$ cat config.mk
export PLATFORM = sky130hd
export DESIGN_NAME = sha256_message_padder
export DESIGN_NICKNAME = d
export VERILOG_FILES = /design/src/shapad_pkg.sv /design/src/shapad_front.sv /design/src/shapad_back.sv /design/src/sha256_message_padder.sv
export SDC_FILE = /design/constraint.sdc
export NUM_CORES = 1
export LEC_CHECK = 0
export BUFFER_PORTS_ARGS = -buffer_cell sky130_fd_sc_hd__buf_2
export CAP_MARGIN = 25
export CORE_ASPECT_RATIO = 1.5
export CORE_MARGIN = 8
export CORE_UTILIZATION = 47
export CTS_CLUSTER_DIAMETER = 40
export DETAILED_ROUTE_END_ITERATION = 10
export GPL_TIMING_DRIVEN = 0
export HOLD_SLACK_MARGIN = 0.05
export PLACE_DENSITY_LB_ADDON = 0.15
export RECOVER_POWER = 50
export SYNTH_ARGS = -nofsm -noshare
export SYNTH_HDL_FRONTEND = slang
export SYNTH_SLANG_ARGS = --single-unit
$ cat constraint.sdc
create_clock -name clk -period 3.8 [get_ports clk]
set_input_delay 0.76 -clock clk [delete_from_list [all_inputs] [get_ports clk]]
set_output_delay 0.76 -clock clk [all_outputs]
set_load 0.005 [all_outputs]
$ cat src/shapad_pkg.sv
// shared types and constants of the sha-256 message padder
`timescale 1ns / 1ps

package shapad_pkg;

  // kind of an input beat after classification
  typedef enum logic {
    KIND_BYTE = 1'b0,
    KIND_END  = 1'b1
  } kind_t;

  // one classified input beat as it sits in the queue
  typedef struct packed {
    kind_t      kind;
    logic [7:0] data;
  } item_t;

  // head of the queue as the back end sees it
  typedef struct packed {
    logic  valid;
    item_t item;
  } q_head_t;

  // back end sequencer states
  typedef enum logic [2:0] {
    ST_BYTES  = 3'd0,
    ST_MARK   = 3'd1,
    ST_ZERO   = 3'd2,
    ST_LEN_HI = 3'd3,
    ST_LEN_LO = 3'd4
  } state_t;

  localparam logic [7:0] PAD_MARK      = 8'h80;
  localparam logic [3:0] LEN_WORD_POS  = 4'd14;
  localparam logic [3:0] LAST_WORD_POS = 4'd15;
  localparam logic [1:0] LAST_BYTE_POS = 2'd3;
  localparam logic [1:0] QUEUE_DEPTH   = 2'd2;

endpackage

$ cat src/shapad_front.sv
// input side: beat classification and a two-entry queue toward the back end
`timescale 1ns / 1ps

module shapad_front (
  input  logic                clk,
  input  logic                rst,
  input  logic                in_valid,
  output logic                in_ready,
  input  logic                action,
  input  logic [7:0]          data_byte,
  input  logic                take,
  output shapad_pkg::q_head_t head
);

  shapad_pkg::item_t slots [2];
  shapad_pkg::item_t in_item;
  logic              wr_ptr;
  logic              rd_ptr;
  logic [1:0]        count;
  logic              push;
  logic              pop;

  always_comb begin
    in_item.kind = action ? shapad_pkg::KIND_END : shapad_pkg::KIND_BYTE;
    in_item.data = data_byte;
  end

  assign in_ready   = (count != shapad_pkg::QUEUE_DEPTH);
  assign push       = in_valid && in_ready;
  assign head.valid = (count != 2'd0);
  assign head.item  = slots[rd_ptr];
  assign pop        = take && head.valid;

  always_ff @(posedge clk) begin
    if (push) begin
      slots[wr_ptr] <= in_item;
    end
  end

  always_ff @(posedge clk) begin
    if (rst) begin
      wr_ptr <= 1'b0;
      rd_ptr <= 1'b0;
      count  <= 2'd0;
    end else begin
      if (push) begin
        wr_ptr <= ~wr_ptr;
      end
      if (pop) begin
        rd_ptr <= ~rd_ptr;
      end
      if (push && !pop) begin
        count <= count + 2'd1;
      end else if (pop && !push) begin
        count <= count - 2'd1;
      end
    end
  end

endmodule

$ cat src/shapad_back.sv
// output side: word packing, padding sequencer and output register
`timescale 1ns / 1ps

module shapad_back #(
  parameter int LENGTH_COUNTER_BITS = 61
) (
  input  logic                clk,
  input  logic                rst,
  input  shapad_pkg::q_head_t head,
  output logic                take,
  output logic                out_valid,
  input  logic                out_ready,
  output logic [31:0]         word,
  output logic                block_last,
  output logic                message_last
);

  shapad_pkg::state_t             state;
  shapad_pkg::state_t             state_next;
  logic [LENGTH_COUNTER_BITS-1:0] byte_count;
  logic [23:0]                    partial_word;
  logic [1:0]                     bytes_in_word;
  logic [3:0]                     words_in_block;

  logic        out_free;
  logic        head_is_byte;
  logic        emit;
  logic [31:0] emit_word;
  logic        emit_msg_last;
  logic [31:0] mark_word;
  logic [63:0] bit_len;
  logic        len_next;

  assign out_free     = !out_valid || out_ready;
  assign head_is_byte = (head.item.kind == shapad_pkg::KIND_BYTE);
  assign bit_len      = 64'(byte_count) << 3;
  assign len_next     = (words_in_block == shapad_pkg::LEN_WORD_POS - 4'd1);

  // pending bytes, then the 0x80 marker, left aligned
  always_comb begin
    case (bytes_in_word)
      2'd0:    mark_word = {shapad_pkg::PAD_MARK, 24'h0};
      2'd1:    mark_word = {partial_word[7:0], shapad_pkg::PAD_MARK, 16'h0};
      2'd2:    mark_word = {partial_word[15:0], shapad_pkg::PAD_MARK, 8'h0};
      default: mark_word = {partial_word, shapad_pkg::PAD_MARK};
    endcase
  end

  always_comb begin
    state_next = state;
    case (state)
      shapad_pkg::ST_BYTES: begin
        if (take && !head_is_byte) begin
          state_next = shapad_pkg::ST_MARK;
        end
      end
      shapad_pkg::ST_MARK, shapad_pkg::ST_ZERO: begin
        if (out_free) begin
          state_next = len_next ? shapad_pkg::ST_LEN_HI : shapad_pkg::ST_ZERO;
        end
      end
      shapad_pkg::ST_LEN_HI: begin
        if (out_free) begin
          state_next = shapad_pkg::ST_LEN_LO;
        end
      end
      shapad_pkg::ST_LEN_LO: begin
        if (out_free) begin
          state_next = shapad_pkg::ST_BYTES;
        end
      end
      default: state_next = shapad_pkg::ST_BYTES;
    endcase
  end

  always_comb begin
    take          = 1'b0;
    emit          = 1'b0;
    emit_word     = '0;
    emit_msg_last = 1'b0;
    case (state)
      shapad_pkg::ST_BYTES: begin
        if (head.valid) begin
          if (!head_is_byte) begin
            take = 1'b1;
          end else if (bytes_in_word != shapad_pkg::LAST_BYTE_POS || out_free) begin
            take      = 1'b1;
            emit      = (bytes_in_word == shapad_pkg::LAST_BYTE_POS);
            emit_word = {partial_word, head.item.data};
          end
        end
      end
      shapad_pkg::ST_MARK: begin
        emit      = out_free;
        emit_word = mark_word;
      end
      shapad_pkg::ST_ZERO: begin
        emit = out_free;
      end
      shapad_pkg::ST_LEN_HI: begin
        emit      = out_free;
        emit_word = bit_len[63:32];
      end
      shapad_pkg::ST_LEN_LO: begin
        emit          = out_free;
        emit_word     = bit_len[31:0];
        emit_msg_last = 1'b1;
      end
      default: begin
        emit = 1'b0;
      end
    endcase
  end

  always_ff @(posedge clk) begin
    if (rst) begin
      state          <= shapad_pkg::ST_BYTES;
      byte_count     <= '0;
      partial_word   <= '0;
      bytes_in_word  <= '0;
      words_in_block <= '0;
      out_valid      <= 1'b0;
    end else begin
      state <= state_next;
      if (take && head_is_byte) begin
        byte_count    <= byte_count + LENGTH_COUNTER_BITS'(1);
        bytes_in_word <= bytes_in_word + 2'd1;
        if (bytes_in_word == shapad_pkg::LAST_BYTE_POS) begin
          partial_word <= '0;
        end else begin
          partial_word <= {partial_word[15:0], head.item.data};
        end
      end
      if (state == shapad_pkg::ST_MARK && emit) begin
        bytes_in_word <= '0;
        partial_word  <= '0;
      end
      if (emit) begin
        words_in_block <= words_in_block + 4'd1;
      end
      if (state == shapad_pkg::ST_LEN_LO && emit) begin
        byte_count <= '0;
      end
      if (emit) begin
        out_valid <= 1'b1;
      end else if (out_ready) begin
        out_valid <= 1'b0;
      end
    end
  end

  always_ff @(posedge clk) begin
    if (emit) begin
      word         <= emit_word;
      block_last   <= (words_in_block == shapad_pkg::LAST_WORD_POS);
      message_last <= emit_msg_last;
    end
  end

endmodule

$ cat src/sha256_message_padder.sv
// top level of the sha-256 message padder
`timescale 1ns / 1ps

// channel | handshake           | payload
// --------+---------------------+------------------------------------
// in      | in_valid / in_ready | action, data_byte
// out     | out_valid/out_ready | word, block_last, message_last
//
// a word leaves on every fourth byte
// an end beat is taken first; then 3 to 18 padding words follow at
// one per cycle while the output is free, from the padding sequencer,
// which holds the queue head until the message closes
// the two-entry input queue accepts up to two beats while the sequencer runs
// rst is synchronous; after it the block takes a beat in the next cycle

module sha256_message_padder #(
  parameter int LENGTH_COUNTER_BITS = 61
) (
  input  logic        clk,
  input  logic        rst,
  input  logic        in_valid,
  output logic        in_ready,
  input  logic        action,
  input  logic [7:0]  data_byte,
  output logic        out_valid,
  input  logic        out_ready,
  output logic [31:0] word,
  output logic        block_last,
  output logic        message_last
);

  // queue head and the pop strobe between the two halves
  shapad_pkg::q_head_t head;
  logic                take;

  // front: classifies each beat and queues it
  shapad_front u_front (
    .clk       (clk),
    .rst       (rst),
    .in_valid  (in_valid),
    .in_ready  (in_ready),
    .action    (action),
    .data_byte (data_byte),
    .take      (take),
    .head      (head)
  );

  // back: packs bytes into words and runs the padding sequence
  shapad_back #(
    .LENGTH_COUNTER_BITS (LENGTH_COUNTER_BITS)
  ) u_back (
    .clk          (clk),
    .rst          (rst),
    .head         (head),
    .take         (take),
    .out_valid    (out_valid),
    .out_ready    (out_ready),
    .word         (word),
    .block_last   (block_last),
    .message_last (message_last)
  );

endmodule
## Word level (Yosys, flattened, before mapping)

Memory sizes are Yosys's and may differ from the RTL's. A register that Yosys moved wholly into a read port is not among the register bits.
Cells that the tools add are included.

- Muxes and demuxes: 30
- Equal/unequal tests: 15
- Bitwise logic cells: 3
- Reduce and logical (&&, ||, !) cells: 23
- Add/sub/neg operators: 5

Operator list:

| cell | count |
|---|---|
| one-hot mux 32 bit (4 select lines) | 1 |
| 2-to-1 mux 32 bit | 3 |
| one-hot mux 32 bit (3 select lines) | 1 |
| adder 61 x 1 -> 61 bit, second input constant | 1 |
| 2-to-1 mux 24 bit | 1 |
| 2-to-1 mux 1 bit | 16 |
| 2-to-1 mux 3 bit | 4 |
| one-hot mux 3 bit (4 select lines) | 1 |
| equality test 4 bit, second input constant | 2 |
| logical AND 1 bit | 8 |
| != test 2 x 1 -> 1 bit, second input constant | 4 |
| equality test 3 x 2 -> 1 bit, second input constant | 2 |
| nonzero test 2 bit | 3 |
| OR reduction 2 bit | 3 |
| adder 2 x 1 -> 2 bit, second input constant | 2 |
| adder 4 x 1 -> 4 bit, second input constant | 1 |
| equality test 2 bit, second input constant | 2 |
| 2-to-1 mux 2 bit | 2 |
| != test 2 bit, second input constant | 2 |
| AND reduction 4 bit | 1 |
| OR reduction 4 bit | 1 |
| equality test 3 x 1 -> 1 bit, second input constant | 1 |
| equality test 3 bit, second input constant | 1 |
| logical NOT 1 bit | 3 |
| other kinds (7) | 10 |

- Word-level logic and storage cells: 89
- Bits in writable memories: 18
- Flip-flop bits (word level): 133
- Memories kept: 1
- Output and inout port bits: 36

Memory list:

| memory | words | bits a word | read ports | clocked after Yosys merged registers in | wr ports | RTL line | RTL |
|---|---|---|---|---|---|---|---|
| u_front.slots | 2 | 9 | 1 | 1 | 1 | shapad_front.sv:15 | `shapad_pkg::item_t slots [2];` |

## Depth between registers and ports, before layout

Gate-level depths: netlist of run 1.

- Depth after elaboration: 11
- Gate-level depth with buffers: 9

## Hierarchy

Synthesis of run 1 repeated with hierarchy kept, for this count alone.

- Cell total of the unflattened synthesis: 732
- Area, all modules: 6975.4 um^2

By module, submodules not included:

| module | instances | cells an instance | area each (um^2) |
|---|---|---|---|
| shapad_back | 1 | 680 | 6105.9 |
| shapad_front | 1 | 52 | 869.6 |

## Worst setup path before layout of run 1

Ideal clock, no wire load.

- Kind: input port to flip-flop
- Start: input port out_ready
- End: register u_back.words_in_block[3]
- Stages on the path: 5
- Arrival: 3.620 ns
- Slack: 0.059 ns
- Library setup time: 0.121 ns
- Cells stage by stage: nand2b_1 clkbuf_1 a21boi_1 nand4_1 mux2_2

- Word-level cells in the longest chain between the ends: 6

Ends and longest elaborated chain:

| what | RTL line | RTL |
|---|---|---|
| start: declaration | sha256_message_padder.sv:26 | `input logic out_ready,` |
| logical OR 1 bit (*) | shapad_back.sv:34 | `assign out_free = !out_valid \|\| out_ready;` |
| logical OR 1 bit | shapad_back.sv:86 | `end else if (bytes_in_word != shapad_pkg::LAST_BYTE_POS \|\| out_free) begin` |
| 2-to-1 mux 1 bit | shapad_back.sv:86 |  |
| 2-to-1 mux 1 bit | shapad_back.sv:84 | `if (!head_is_byte) begin` |
| 2-to-1 mux 1 bit | shapad_back.sv:83 | `if (head.valid) begin` |
| one-hot mux 1 bit (2 select lines) (*) | shapad_back.sv:81 | `case (state)` |
| net u_back.emit | shapad_back.sv:27 | `logic emit;` |
| end signal: assignment | shapad_back.sv:139 | `words_in_block <= words_in_block + 4'd1;` |
| end: declaration | shapad_back.sv:23 | `logic [3:0] words_in_block;` |

Mark *: on every way through the listed nets, which the timed path passes. The rest lies on a longest branch.
A chain may end at the register's enable or synchronous reset.

## Final worst setup path of run 1

- Start: register u_back.state[1]
- End: register u_back.word[12] (data pin)

- Word-level cells in the longest chain between the ends: 2

Ends and longest elaborated chain:

| what | RTL line | RTL |
|---|---|---|
| start: declaration | shapad_back.sv:18 | `shapad_pkg::state_t state;` |
| start signal: assignment | shapad_back.sv:117 | `state <= shapad_pkg::ST_BYTES;` |
| start signal: assignment | shapad_back.sv:124 | `state <= state_next;` |
| equality test 3 bit, or another cell as far along | shapad_back.sv:81 |  |
| one-hot mux 32 bit (4 select lines) (*) | shapad_back.sv:81 |  |
| net u_back.emit_word[12] | shapad_back.sv:28 | `logic [31:0] emit_word;` |
| end signal: assignment | shapad_back.sv:154 | `word <= emit_word;` |
| end: declaration | shapad_back.sv:13 | `output logic [31:0] word,` |

Marks and branches as above.

==> metrics.cfg, run 1 <==
[outcome]
status=finished clean

[sta]
fin_crit_sh_pct=81.06
relSlewSlack_pct=49.16
rsz0062_at_grt=no
finalClockSkew_ns=0.007926
hold_ws_ns=0.4575
final_max_slew_viol_count=0
period_needed_ns=3.080
final-hold-violation-count=0
finalSetupTns_ns=0
fmax_mhz=324.7
setup_viol=0
worstMarginPinSlew_ns=0.7598

[detailed_routing]
drt_iter0_markers=605
wire_per_inst_um=20.78
vias_per_cell=6.063
drc=0
wl_um=21030
ant_nets=0
first_pass_iters=5
vias=6136

[worst_setup_path]
r2r-start=u_back.state[1]
start_kind=flop
crit_path_cell_trace=clkbuf_1 -> nor3_1 -> and4b_1 -> buf_4 -> clkbuf_1 -> a21o_1 -> buf_2 -> a222oi_1 -> inv_1
cp.required_ns=3.96
crit_type=flop to flop
reg2reg_slack_ns=0.72
rr_worst_depth=9
cpPeakStageDelay_ns=0.63
worstPathArrival_ns=3.24
slowest_stage=a222oi_1
cpMostUsedCell=clkbuf_1
path_max_fanout=10
worstSetupEndpointType=flop
r2r_end=u_back.word[12]

[layout]
filler_cell_count=1406
final_layout_size_suffix_gt1_share_pct=8.856
fin_nets=822
utilization_pct=54.16
syn2layout_area_growth_pct=14.31
design_area_mm2=0.008088
diodes=0
final-instance-count-excl-fill=1012

[synth]
synth_top_area_share_pct=28.29
synth_common_cells=dfxtp_1 (100), nand2_1 (86), a21oi_1 (64)
ys_seq_area_share_pct=50.36
synth.most_common_cell=dfxtp_1
syn_nets=755
synth_edf_count=52
ys.flop_type=dfxtp_1
async_flop_share_pct=0
synth_warnings=0
synth_cells=733
synth_top_cell_by_area=dfxtp_1
synth_area_leaders=dfxtp_1 (28%), edfxtp_1 (22%), nand2_1 (4.6%)
syn_area_mm2=0.007076
syn_avg_cell_area_um2=9.653
synthDistinctLibCells=58
ys_ff_latch=152

[floorplanning]
die_w_um=116.2
core_mm2=0.01493
start_util_pct=47.38
die_h_um=166.3
num_rows=55
die-area_mm2=0.01932
ios=49

[clock_tree]
cts.sinks=152
path_clk_slew_ns=0.06
clk_path_buf_depth=2
htreeDepth=4
numCtsBuffers=17
ctsResizeCount=0
tritoncts=done
root_buffer=clkbuf_16
worstSkewPairLatency_ns=0.43
holdBufCountCts=0
postCtsSetupBuffers=0

[worst_hold_path]
whs_path_depth=2
hold_start=u_back.partial_word[20]
hold_path_end=u_back.partial_word[20]
worstHoldPathType=flop to flop

[power]
ir_worst_vdd_uv=573.9
p_leak_nw=2.718
power_density_mw_per_mm2=604.6

[global_route]
antenna_found_initial=0
overflow=0
grt_pass1_vias=6188
grt_pass1_wl_um=33130
grt_max_degree=29
track_usage_pct=22.53

[place]
dp_cells=980
gp_congestion=0.8938
dp_hpwl_um=15780
placed_cell_area_mm2=0.007591
portBuffers=47

[flow_run]
cap_violations=0

## metal layers
metal	part of all wire (%)	global-route usage, %	vias to the layer above
met1	37	24.11	2948
met2	52	38.46	241
met4	5.7	15.69	0
li1	-	-	2885
met3	5.4	4.368	62
met5	0	0	-
## placed cells by master, fill, tap and decap left out, drive strengths merged, types with 2 or more instances in the layout
cell type / netlist / final
inv: 17 / 21
nand4b: 2 / 2
nand3: 32 / 32
a221o: 3 / 3
or4: 18 / 18
o221ai: 2 / 2
dfxtp: 100 / 100
o41ai: 4 / 4
mux2i: 11 / 11
buf: 12 / 28
nor3: 21 / 21
and3: 10 / 10
o21ai: 25 / 25
xnor2: 10 / 10
clkbuf: 34 / 85
a21o: 3 / 3
nor2: 54 / 54
and4: 2 / 2
o31ai: 15 / 15
a222oi: 22 / 22
a21oi: 64 / 64
nand2b: 4 / 4
and2: 4 / 4
edfxtp: 52 / 52
o21a: 2 / 2
ha: 9 / 9
or3: 19 / 19
xor2: 20 / 20
nor4: 9 / 9
clkinv: 0 / 5
nand2: 86 / 86
nand4: 28 / 28
or4b: 3 / 3
a22oi: 4 / 4
clkinvlp: 0 / 3
nand3b: 18 / 18
## registers in the layout, summed over array words and instances, names as in the netlist, named ones only
| register | cells |
|---|---|
| u_back.message_last | 1 |
| u_front.rd_ptr | 1 |
| u_front.wr_ptr | 1 |
| u_back.byte_count | 61 |
| u_back.word | 32 |
| u_back.bytes_in_word | 2 |
| u_front.count | 2 |
| u_back.block_last | 1 |
| u_front.slots | 18 |
| u_back.words_in_block | 4 |
| u_back.out_valid | 1 |
| u_back.state | 3 |
| u_back.partial_word | 24 |
## report_power, final
group          leakage, nW  total [W]  switching, W  internal (W)
Sequential            1.30    0.00218      0.000163       0.00202
Clock                0.271    0.00162      0.000697      0.000923
Combinational         1.15    0.00109      0.000726      0.000359
Total                 2.72    0.00489       0.00159       0.00330
## worst max-delay path: cells and delay by family (launching register included)
family	cells	cell delay (ns)
compound gates	2	0.98
buf+inv	5	1.13
flops	1	0.31
simple gates	2	0.38
## how the worst max path moves through the flow
stage,to,cells past startpoint,slack [ns],from
finish,u_back.word[12],9,0.72,u_back.state[1]
global route,u_back.word[12],9,0.61,u_back.state[1]
CTS,u_back.word[12],9,0.98,u_back.state[1]
detailed placement,u_back.word[12],9,0.74,out_ready
global placement,u_back.words_in_block[3],6,-1.10,out_ready
floorplan,u_back.words_in_block[3],5,0.06,out_ready
## layout make-up
type	instances	area [um2]	share of cell area, %
Inverter	17	63.81	0.7890
Multi-Input combinational cell	518	3239	40.05
Tap cell	199	249.0	3.079
Timing Repair Buffer	48	219.0	2.707
Clock buffer	19	442.9	5.476
Clock inverter	13	120.1	1.485
Buffer	46	190.2	2.351
Sequential cell	152	3563	44.06
## cell families (layout without fill, tap and decap cells)
logic type,after synthesis,count (layout),share of synthesized area (%)
AO/OA/AOI/OAI,153,153,14.13
XOR/XNOR,30,30,3.713
adder cells (fa/ha/maj),9,9,1.592
buffers and inverters,63,143,3.696
flip-flops,152,152,50.36
multiplexers,12,12,1.892
AND/OR/NAND/NOR,314,314,24.62
## stage by stage
stage / setup WS (ns) / total power (W)
after floorplan: 0.05884 / 0.002844
after global placement: -1.095 / 0.003306
after detailed placement: 0.7352 / 0.003354
after CTS: 0.9832 / 0.004966
after global routing: 0.6111 / 0.005108
final: 0.7198 / 0.004890
Power figures use the tool's default switching activity.
==> run 2: changes to the inputs <==
==> constraint.sdc (replaced) <==
create_clock -name clk -period 2.9 [get_ports clk]
set_input_delay 0.58 -clock clk [delete_from_list [all_inputs] [get_ports clk]]
set_output_delay 0.58 -clock clk [all_outputs]
set_load 0.005 [all_outputs]
==> metrics.cfg, run 2 (synthesized netlist as in run 1, its figures left out) <==
[sta]
fin_crit_sh_pct=95.87  ; +15 points
finalSetupTns_ns=0  ; unchanged
finalClockSkew_ns=0.008136  ; +0.0002097 ns
setup_viol=0  ; unchanged
relSlewSlack_pct=49.00  ; -0.16 points
final_max_slew_viol_count=0  ; unchanged
period_needed_ns=2.780  ; -0.3000 ns
fmax_mhz=359.7  ; +11%
final-hold-violation-count=0  ; unchanged
worstMarginPinSlew_ns=0.7580  ; -0.001800 ns
hold_ws_ns=0.3459  ; -0.1116 ns
rsz0062_at_grt=no

[floorplanning]
die_w_um=116.2  ; unchanged
num_rows=55  ; unchanged
die-area_mm2=0.01932  ; unchanged
die_h_um=166.3  ; unchanged
start_util_pct=47.38  ; unchanged
ios=49  ; unchanged
core_mm2=0.01493  ; unchanged

[layout]
filler_cell_count=1400  ; -0.43%
largest_register_ff_count=61  ; unchanged
final_common_cell=dfxtp_1
design_area_mm2=0.008084  ; about the same
top_regs=u_back.byte_count: 61 flops, u_back.word: 32 flops, u_back.partial_word: 24 flops
final_layout_size_suffix_gt1_share_pct=8.621  ; -0.24 points
fin_nets=821  ; -0.12%
diodes=0  ; unchanged
layout_common_cells=dfxtp_1 (98), nand2_1 (86), clkbuf_1 (65), a21oi_1 (64), nor2_1 (54)
syn2layout_area_growth_pct=14.25  ; about the same
top_register=u_back.byte_count

[detailed_routing]
wl_met2_um=11180  ; +3.2%
drc=0  ; unchanged
vias_per_cell=6.102  ; +0.64%
top_layer=met4
first_pass_iters=7  ; +2
vias=6169  ; +0.54%
drt_iter0_markers=567  ; -6.3%
wl_um=21170  ; +0.65%
wire_per_inst_um=20.94  ; +0.75%
dr_wl_met3_um=1166  ; +3.6%
wl_met1_um=7817  ; -0.69%
ant_nets=0  ; unchanged

[clock_tree]
worstSkewPairLatency_ns=0.42  ; about the same
postCtsSetupBuffers=0  ; unchanged
tritoncts=done
cts.sinks=152  ; unchanged
numCtsBuffers=17  ; unchanged
htreeDepth=4  ; unchanged
clk_path_buf_depth=2  ; unchanged
holdBufCountCts=0  ; unchanged
root_buffer=clkbuf_16
path_clk_slew_ns=0.06  ; about the same

[global_route]
grt_max_degree=29  ; unchanged
overflow=0  ; unchanged
grt_pass1_wl_um=32980  ; -0.48%
antenna_found_initial=0  ; unchanged
track_usage_pct=22.53  ; about the same
grt_pass1_vias=6101  ; -1.4%

[worst_setup_path]
crit_type=flop to flop
path_max_fanout=10  ; unchanged
worstSetupEndpointType=flop
cp.required_ns=3.05  ; -0.91 ns
start_kind=flop
worstPathArrival_ns=2.93  ; -0.31 ns

[power]
ir_worst_vdd_uv=646.1  ; +13%
p_total_w=0.006410  ; +31%
power_density_mw_per_mm2=792.9  ; +31%
p_leak_nw=2.715  ; -0.10%

[outcome]
status=finished clean

[worst_hold_path]
worstHoldPathType=input port to flop

[place]
dp_hpwl_um=15870  ; +0.58%
placed_cell_area_mm2=0.007591  ; unchanged
portBuffers=47  ; unchanged
gp_congestion=0.9119  ; +2.0%

[flow_run]
cap_violations=0  ; unchanged

==> run 2: changes by cell type in the layout (fill, tap and decap cells not counted), moves of 2 or more <==
cell and change:
buf_1 +2, clkinv_1 +2, dfxtp_1 -2, dfxtp_2 +2
==> run 2: path summary, 6_finish.rpt <==
kind                                  end               startpoint  slack (ns)  cells past startpoint
setup reg to reg          u_back.word[12]                     flop        0.12                      9
hold reg to reg   u_back.partial_word[20]  u_back.partial_word[20]        0.46                      2
setup / recovery          u_back.word[12]                     flop        0.12                      9
hold / removal        u_front.slots[0][2]             data_byte[2]        0.35                      1
==> run 2: stage by stage <==
| step | util (%) | instances | setup slack [ns] |
|---|---|---|---|
| after floorplan | - | 733 | 0.07471 |
| final | 54.13 | 1011 | 0.1198 |
| after global placement | 50.65 | 979 | -0.7348 |
| after CTS | 54.58 | 1012 | 0.09709 |
| after detailed placement | 50.83 | 980 | 0.01673 |
| after global routing | 54.13 | 1011 | 0.05477 |
==> run 2: layout make-up <==
cell class	count	area [um2]	area share [%]
buffer	45	195.2	2.414
clock buffer	21	461.7	5.711
clock inverter	11	97.59	1.207
inverter	17	63.81	0.7894
multi-input combinational	518	3232	39.98
sequential	152	3566	44.11
tap	199	249.0	3.080
timing repair buffer	48	219.0	2.709
==> run 2: repair_timing <==
action / 4_1_cts / 5_1_grt
setup endpoints to repair: 0 / 1
endpoints found under the hold margin: 0 / 0
gates resized for setup: 0 / 3
==> run 2: report_power, final <==
group	total [W]	internal, W	switching (W)	leakage [nW]
Sequential	0.00289	0.00265	0.000234	1.30
Clock	0.00210	0.00123	0.000872	0.268
Combinational	0.00142	0.000474	0.000946	1.14
==> run 2: routing by layer <==
| metal | vias to the layer above | track usage (%) |
|---|---|---|
| met5 | - | 0 |
| met4 | 0 | 12.46 |
| met3 | 60 | 4.004 |
| met2 | 243 | 39.89 |
| met1 | 2988 | 24.32 |
| li1 | 2878 | - |
==> run 2: critical path, cell delays in order, from the launching register on <==
cell,delay [ns]
dfxtp_1,0.33
buf_6,0.16
mux2i_1,0.17
and4b_1,0.24
buf_4,0.16
buf_6,0.15
a21o_1,0.25
clkbuf_4,0.25
a222oi_1,0.69
inv_1,0.12
==> run 3: changes to the inputs <==
--- a/config.mk
+++ b/config.mk
@@ -5,6 +5,7 @@
 export SDC_FILE = /design/constraint.sdc
 export NUM_CORES = 1
 export LEC_CHECK = 0
+export ABC_AREA = 1
 export BUFFER_PORTS_ARGS = -buffer_cell sky130_fd_sc_hd__buf_2
 export CAP_MARGIN = 25
 export CORE_ASPECT_RATIO = 1.5
@@ -14,7 +15,6 @@
 export DETAILED_ROUTE_END_ITERATION = 10
 export GPL_TIMING_DRIVEN = 0
 export HOLD_SLACK_MARGIN = 0.05
-export PLACE_DENSITY_LB_ADDON = 0.15
 export RECOVER_POWER = 50
 export SYNTH_ARGS = -nofsm -noshare
 export SYNTH_HDL_FRONTEND = slang
==> metrics.cfg, run 3 <==
[outcome]
status=finished clean

[worst_hold_path]
hold_start=data_byte[4]
hold_path_end=u_front.slots[0][4]
worstHoldPathType=input port to flop
whs_path_depth=1  ; unchanged

[sta]
finalClockSkew_ns=0.009798  ; +0.001662 ns
hold_ws_ns=0.3273  ; -0.01858 ns
rsz0062_at_grt=no
finalSetupTns_ns=0  ; unchanged
setup_viol=0  ; unchanged
fin_crit_sh_pct=85.44  ; -10 points
relSlewSlack_pct=45.92  ; -3.1 points
final_max_slew_viol_count=0  ; unchanged
worstMarginPinSlew_ns=0.8113  ; +0.05325 ns
fmax_mhz=403.6  ; +12%
final-hold-violation-count=0  ; unchanged
period_needed_ns=2.478  ; -0.3023 ns
finalWorstSetupSlack_ns=0.4221  ; +0.3023 ns

[worst_setup_path]
slowest_stage=clkbuf_1
cp.required_ns=3.09  ; +0.04 ns
rr_worst_depth=8  ; -1
reg2reg_slack_ns=0.42  ; +0.30 ns
crit_type=flop to flop
r2r-start=u_back.state[1]
crit_path_cell_trace=nor2_1 -> nand2_1 -> inv_1 -> clkbuf_1 -> nand2_1 -> o21ai_0 -> a21oi_1 -> o21ai_0
r2r_end=u_back.word[18]
start_kind=flop
worstPathArrival_ns=2.66  ; -0.27 ns
worstSetupEndpointType=flop
cpPeakStageDelay_ns=0.57  ; -0.12 ns
path_max_fanout=10  ; unchanged

[synth]
syn_nets=1097  ; +45%
synth_top_area_share_pct=25.54  ; -2.8 points
ys_ff_latch=152  ; unchanged
synth.most_common_cell=nand2_1
synth_top_cell_by_area=dfxtp_1
synthDistinctLibCells=39  ; -33%
syn_avg_cell_area_um2=7.291  ; -24%
synth_edf_count=52  ; unchanged
ys.flop_type=dfxtp_1
ys_seq_area_share_pct=45.47  ; -4.9 points
synth_cells=1075  ; +47%
synth_warnings=0  ; unchanged
syn_area_mm2=0.007838  ; +11%
async_flop_share_pct=0  ; unchanged
synth_compound_area_share_pct=10.46  ; -3.7 points
synth_adder_area_share_pct=1.437  ; -0.15 points
synth-xor-area-share_pct=1.341  ; -2.4 points
synth_common_cells=nand2_1 (302), nor2_1 (174), inv_1 (109)
synth_area_leaders=dfxtp_1 (26%), edfxtp_1 (20%), nand2_1 (14%)
yosys.area_share.simple_pct=34.00  ; +9.4 points
synth_mux_area_share_pct=0  ; -1.9 points
synth_top_family_by_area=simple AND/OR/NAND/NOR gates

[floorplanning]
num_rows=58  ; +5.5%
core_mm2=0.01655  ; +11%
die-area_mm2=0.02115  ; +9.5%
ios=49  ; unchanged
die_w_um=121.4  ; +4.5%
start_util_pct=47.37  ; about the same
die_h_um=174.2  ; +4.7%

[layout]
filler_cell_count=1679  ; +20%
fin_nets=1165  ; +42%
top_register=u_back.byte_count
largest_register_ff_count=61  ; unchanged
syn2layout_area_growth_pct=12.47
diodes=0  ; unchanged
final_layout_size_suffix_gt1_share_pct=7.699  ; -0.92 points
layout_common_cells=nand2_1 (306), nor2_1 (183), inv_1 (109), dfxtp_1 (100), a21oi_1 (64)
multi_input_area_mm2=0.003622  ; +12%
final_common_cell=nand2_1
register_area_mm2=0.003563  ; about the same
top_regs=u_back.byte_count: 61 flops, u_back.word: 32 flops, u_back.partial_word: 24 flops

[detailed_routing]
vias=7360  ; +19%
first_pass_iters=5  ; -2
drt_iter0_markers=489  ; -14%
wl_um=26370  ; +25%
ant_nets=0  ; unchanged
vias_per_cell=5.388  ; -12%
drc=0  ; unchanged
wire_per_inst_um=19.30  ; -7.8%

[global_route]
grt_pass1_vias=7301  ; +20%
track_usage_pct=25.71  ; +3.2 points
overflow=0  ; unchanged
antenna_found_initial=0  ; unchanged
grt_max_degree=43  ; +48%
grt_pass1_wl_um=40820  ; +24%

[power]
ir_worst_vdd_uv=734.2  ; +14%
p_total_w=0.006909  ; +7.8%
p_leak_nw=3.131  ; +15%
power_density_mw_per_mm2=783.8  ; -1.2%

[flow_run]
cap_violations=0  ; unchanged

[clock_tree]
ctsResizeCount=0  ; unchanged
root_buffer=clkbuf_16
holdBufCountCts=0  ; unchanged
numCtsBuffers=17  ; unchanged
htreeDepth=4  ; unchanged
cts.sinks=152  ; unchanged
path_clk_slew_ns=0.07  ; about the same
tritoncts=done
clk_path_buf_depth=2  ; unchanged
worstSkewPairLatency_ns=0.44  ; +0.02 ns
postCtsSetupBuffers=0  ; unchanged

[place]
pre_cts_slack_ns=0.1636  ; +0.1468 ns
gp_congestion=0.9678  ; +6.1%
portBuffers=48  ; +2.1%
dp_hpwl_um=20430  ; +29%

==> run 3: how the worst max path moves through the flow <==
stage | startpoint | to
after floorplan | u_back.bytes_in_word[0] | u_back.partial_word[16]
after detailed placement | out_ready | u_back.partial_word[5]
after CTS | u_back.bytes_in_word[0] | u_back.partial_word[13]
after global routing | u_back.bytes_in_word[0] | u_back.byte_count[48]
after global placement | out_ready | u_back.partial_word[14]
final | u_back.state[1] | u_back.word[18]
==> run 3: worst max-delay path: cells and delay by family, from the launching register on <==
family	cells	cell delay [ns]
buf+inv	2	0.84
flops	1	0.34
compound gates	3	0.33
simple gates	3	0.72
==> run 3: kinds of logic (layout without fill, tap and decap cells) <==
group,after synthesis,in the layout
AO/OA/AOI/OAI,149,149
XOR/XNOR,12,12
adder cells (fa/ha/maj),9,9
buffers and inverters,138,219
flip-flops,152,152
AND/OR/NAND/NOR,615,615
==> run 3: layer usage <==
metal  share of wire [%]  global-route usage (%)  vias up
met5                   0                       0        -
met3                 5.3                   5.099      102
li1                    -                       -     3622
met2                  50                   45.25      268
met4                 7.4                   17.24        0
met1                  37                   26.75     3368
==> run 3: stage by stage <==
step           utilization, %  cells  instance area, um2
6_report                53.27   1366                8815
4_1_cts                 53.89   1365                8916
5_1_grt                 53.27   1366                8815
2_1_floorplan               -   1075                7838
3_5_place_dp            50.41   1333                8341
3_3_place_gp            50.41   1333                8341
==> run 3: report_power, final <==
part | switching (W) | internal [W] | leakage, nW
Clock | 0.000956 | 0.00127 | 0.271
Sequential | 0.000209 | 0.00270 | 1.32
Combinational | 0.00123 | 0.000536 | 1.54
==> run 3: layout make-up <==
class / instances / share of cell area (%)
plain buffers: 26 / 1.547
clock buffers: 18 / 4.869
clock inverters: 14 / 1.661
inverters: 112 / 4.769
multi-input cells: 785 / 41.09
flip-flops and latches: 152 / 40.43
well taps: 210 / 2.981
repair buffers: 49 / 2.654
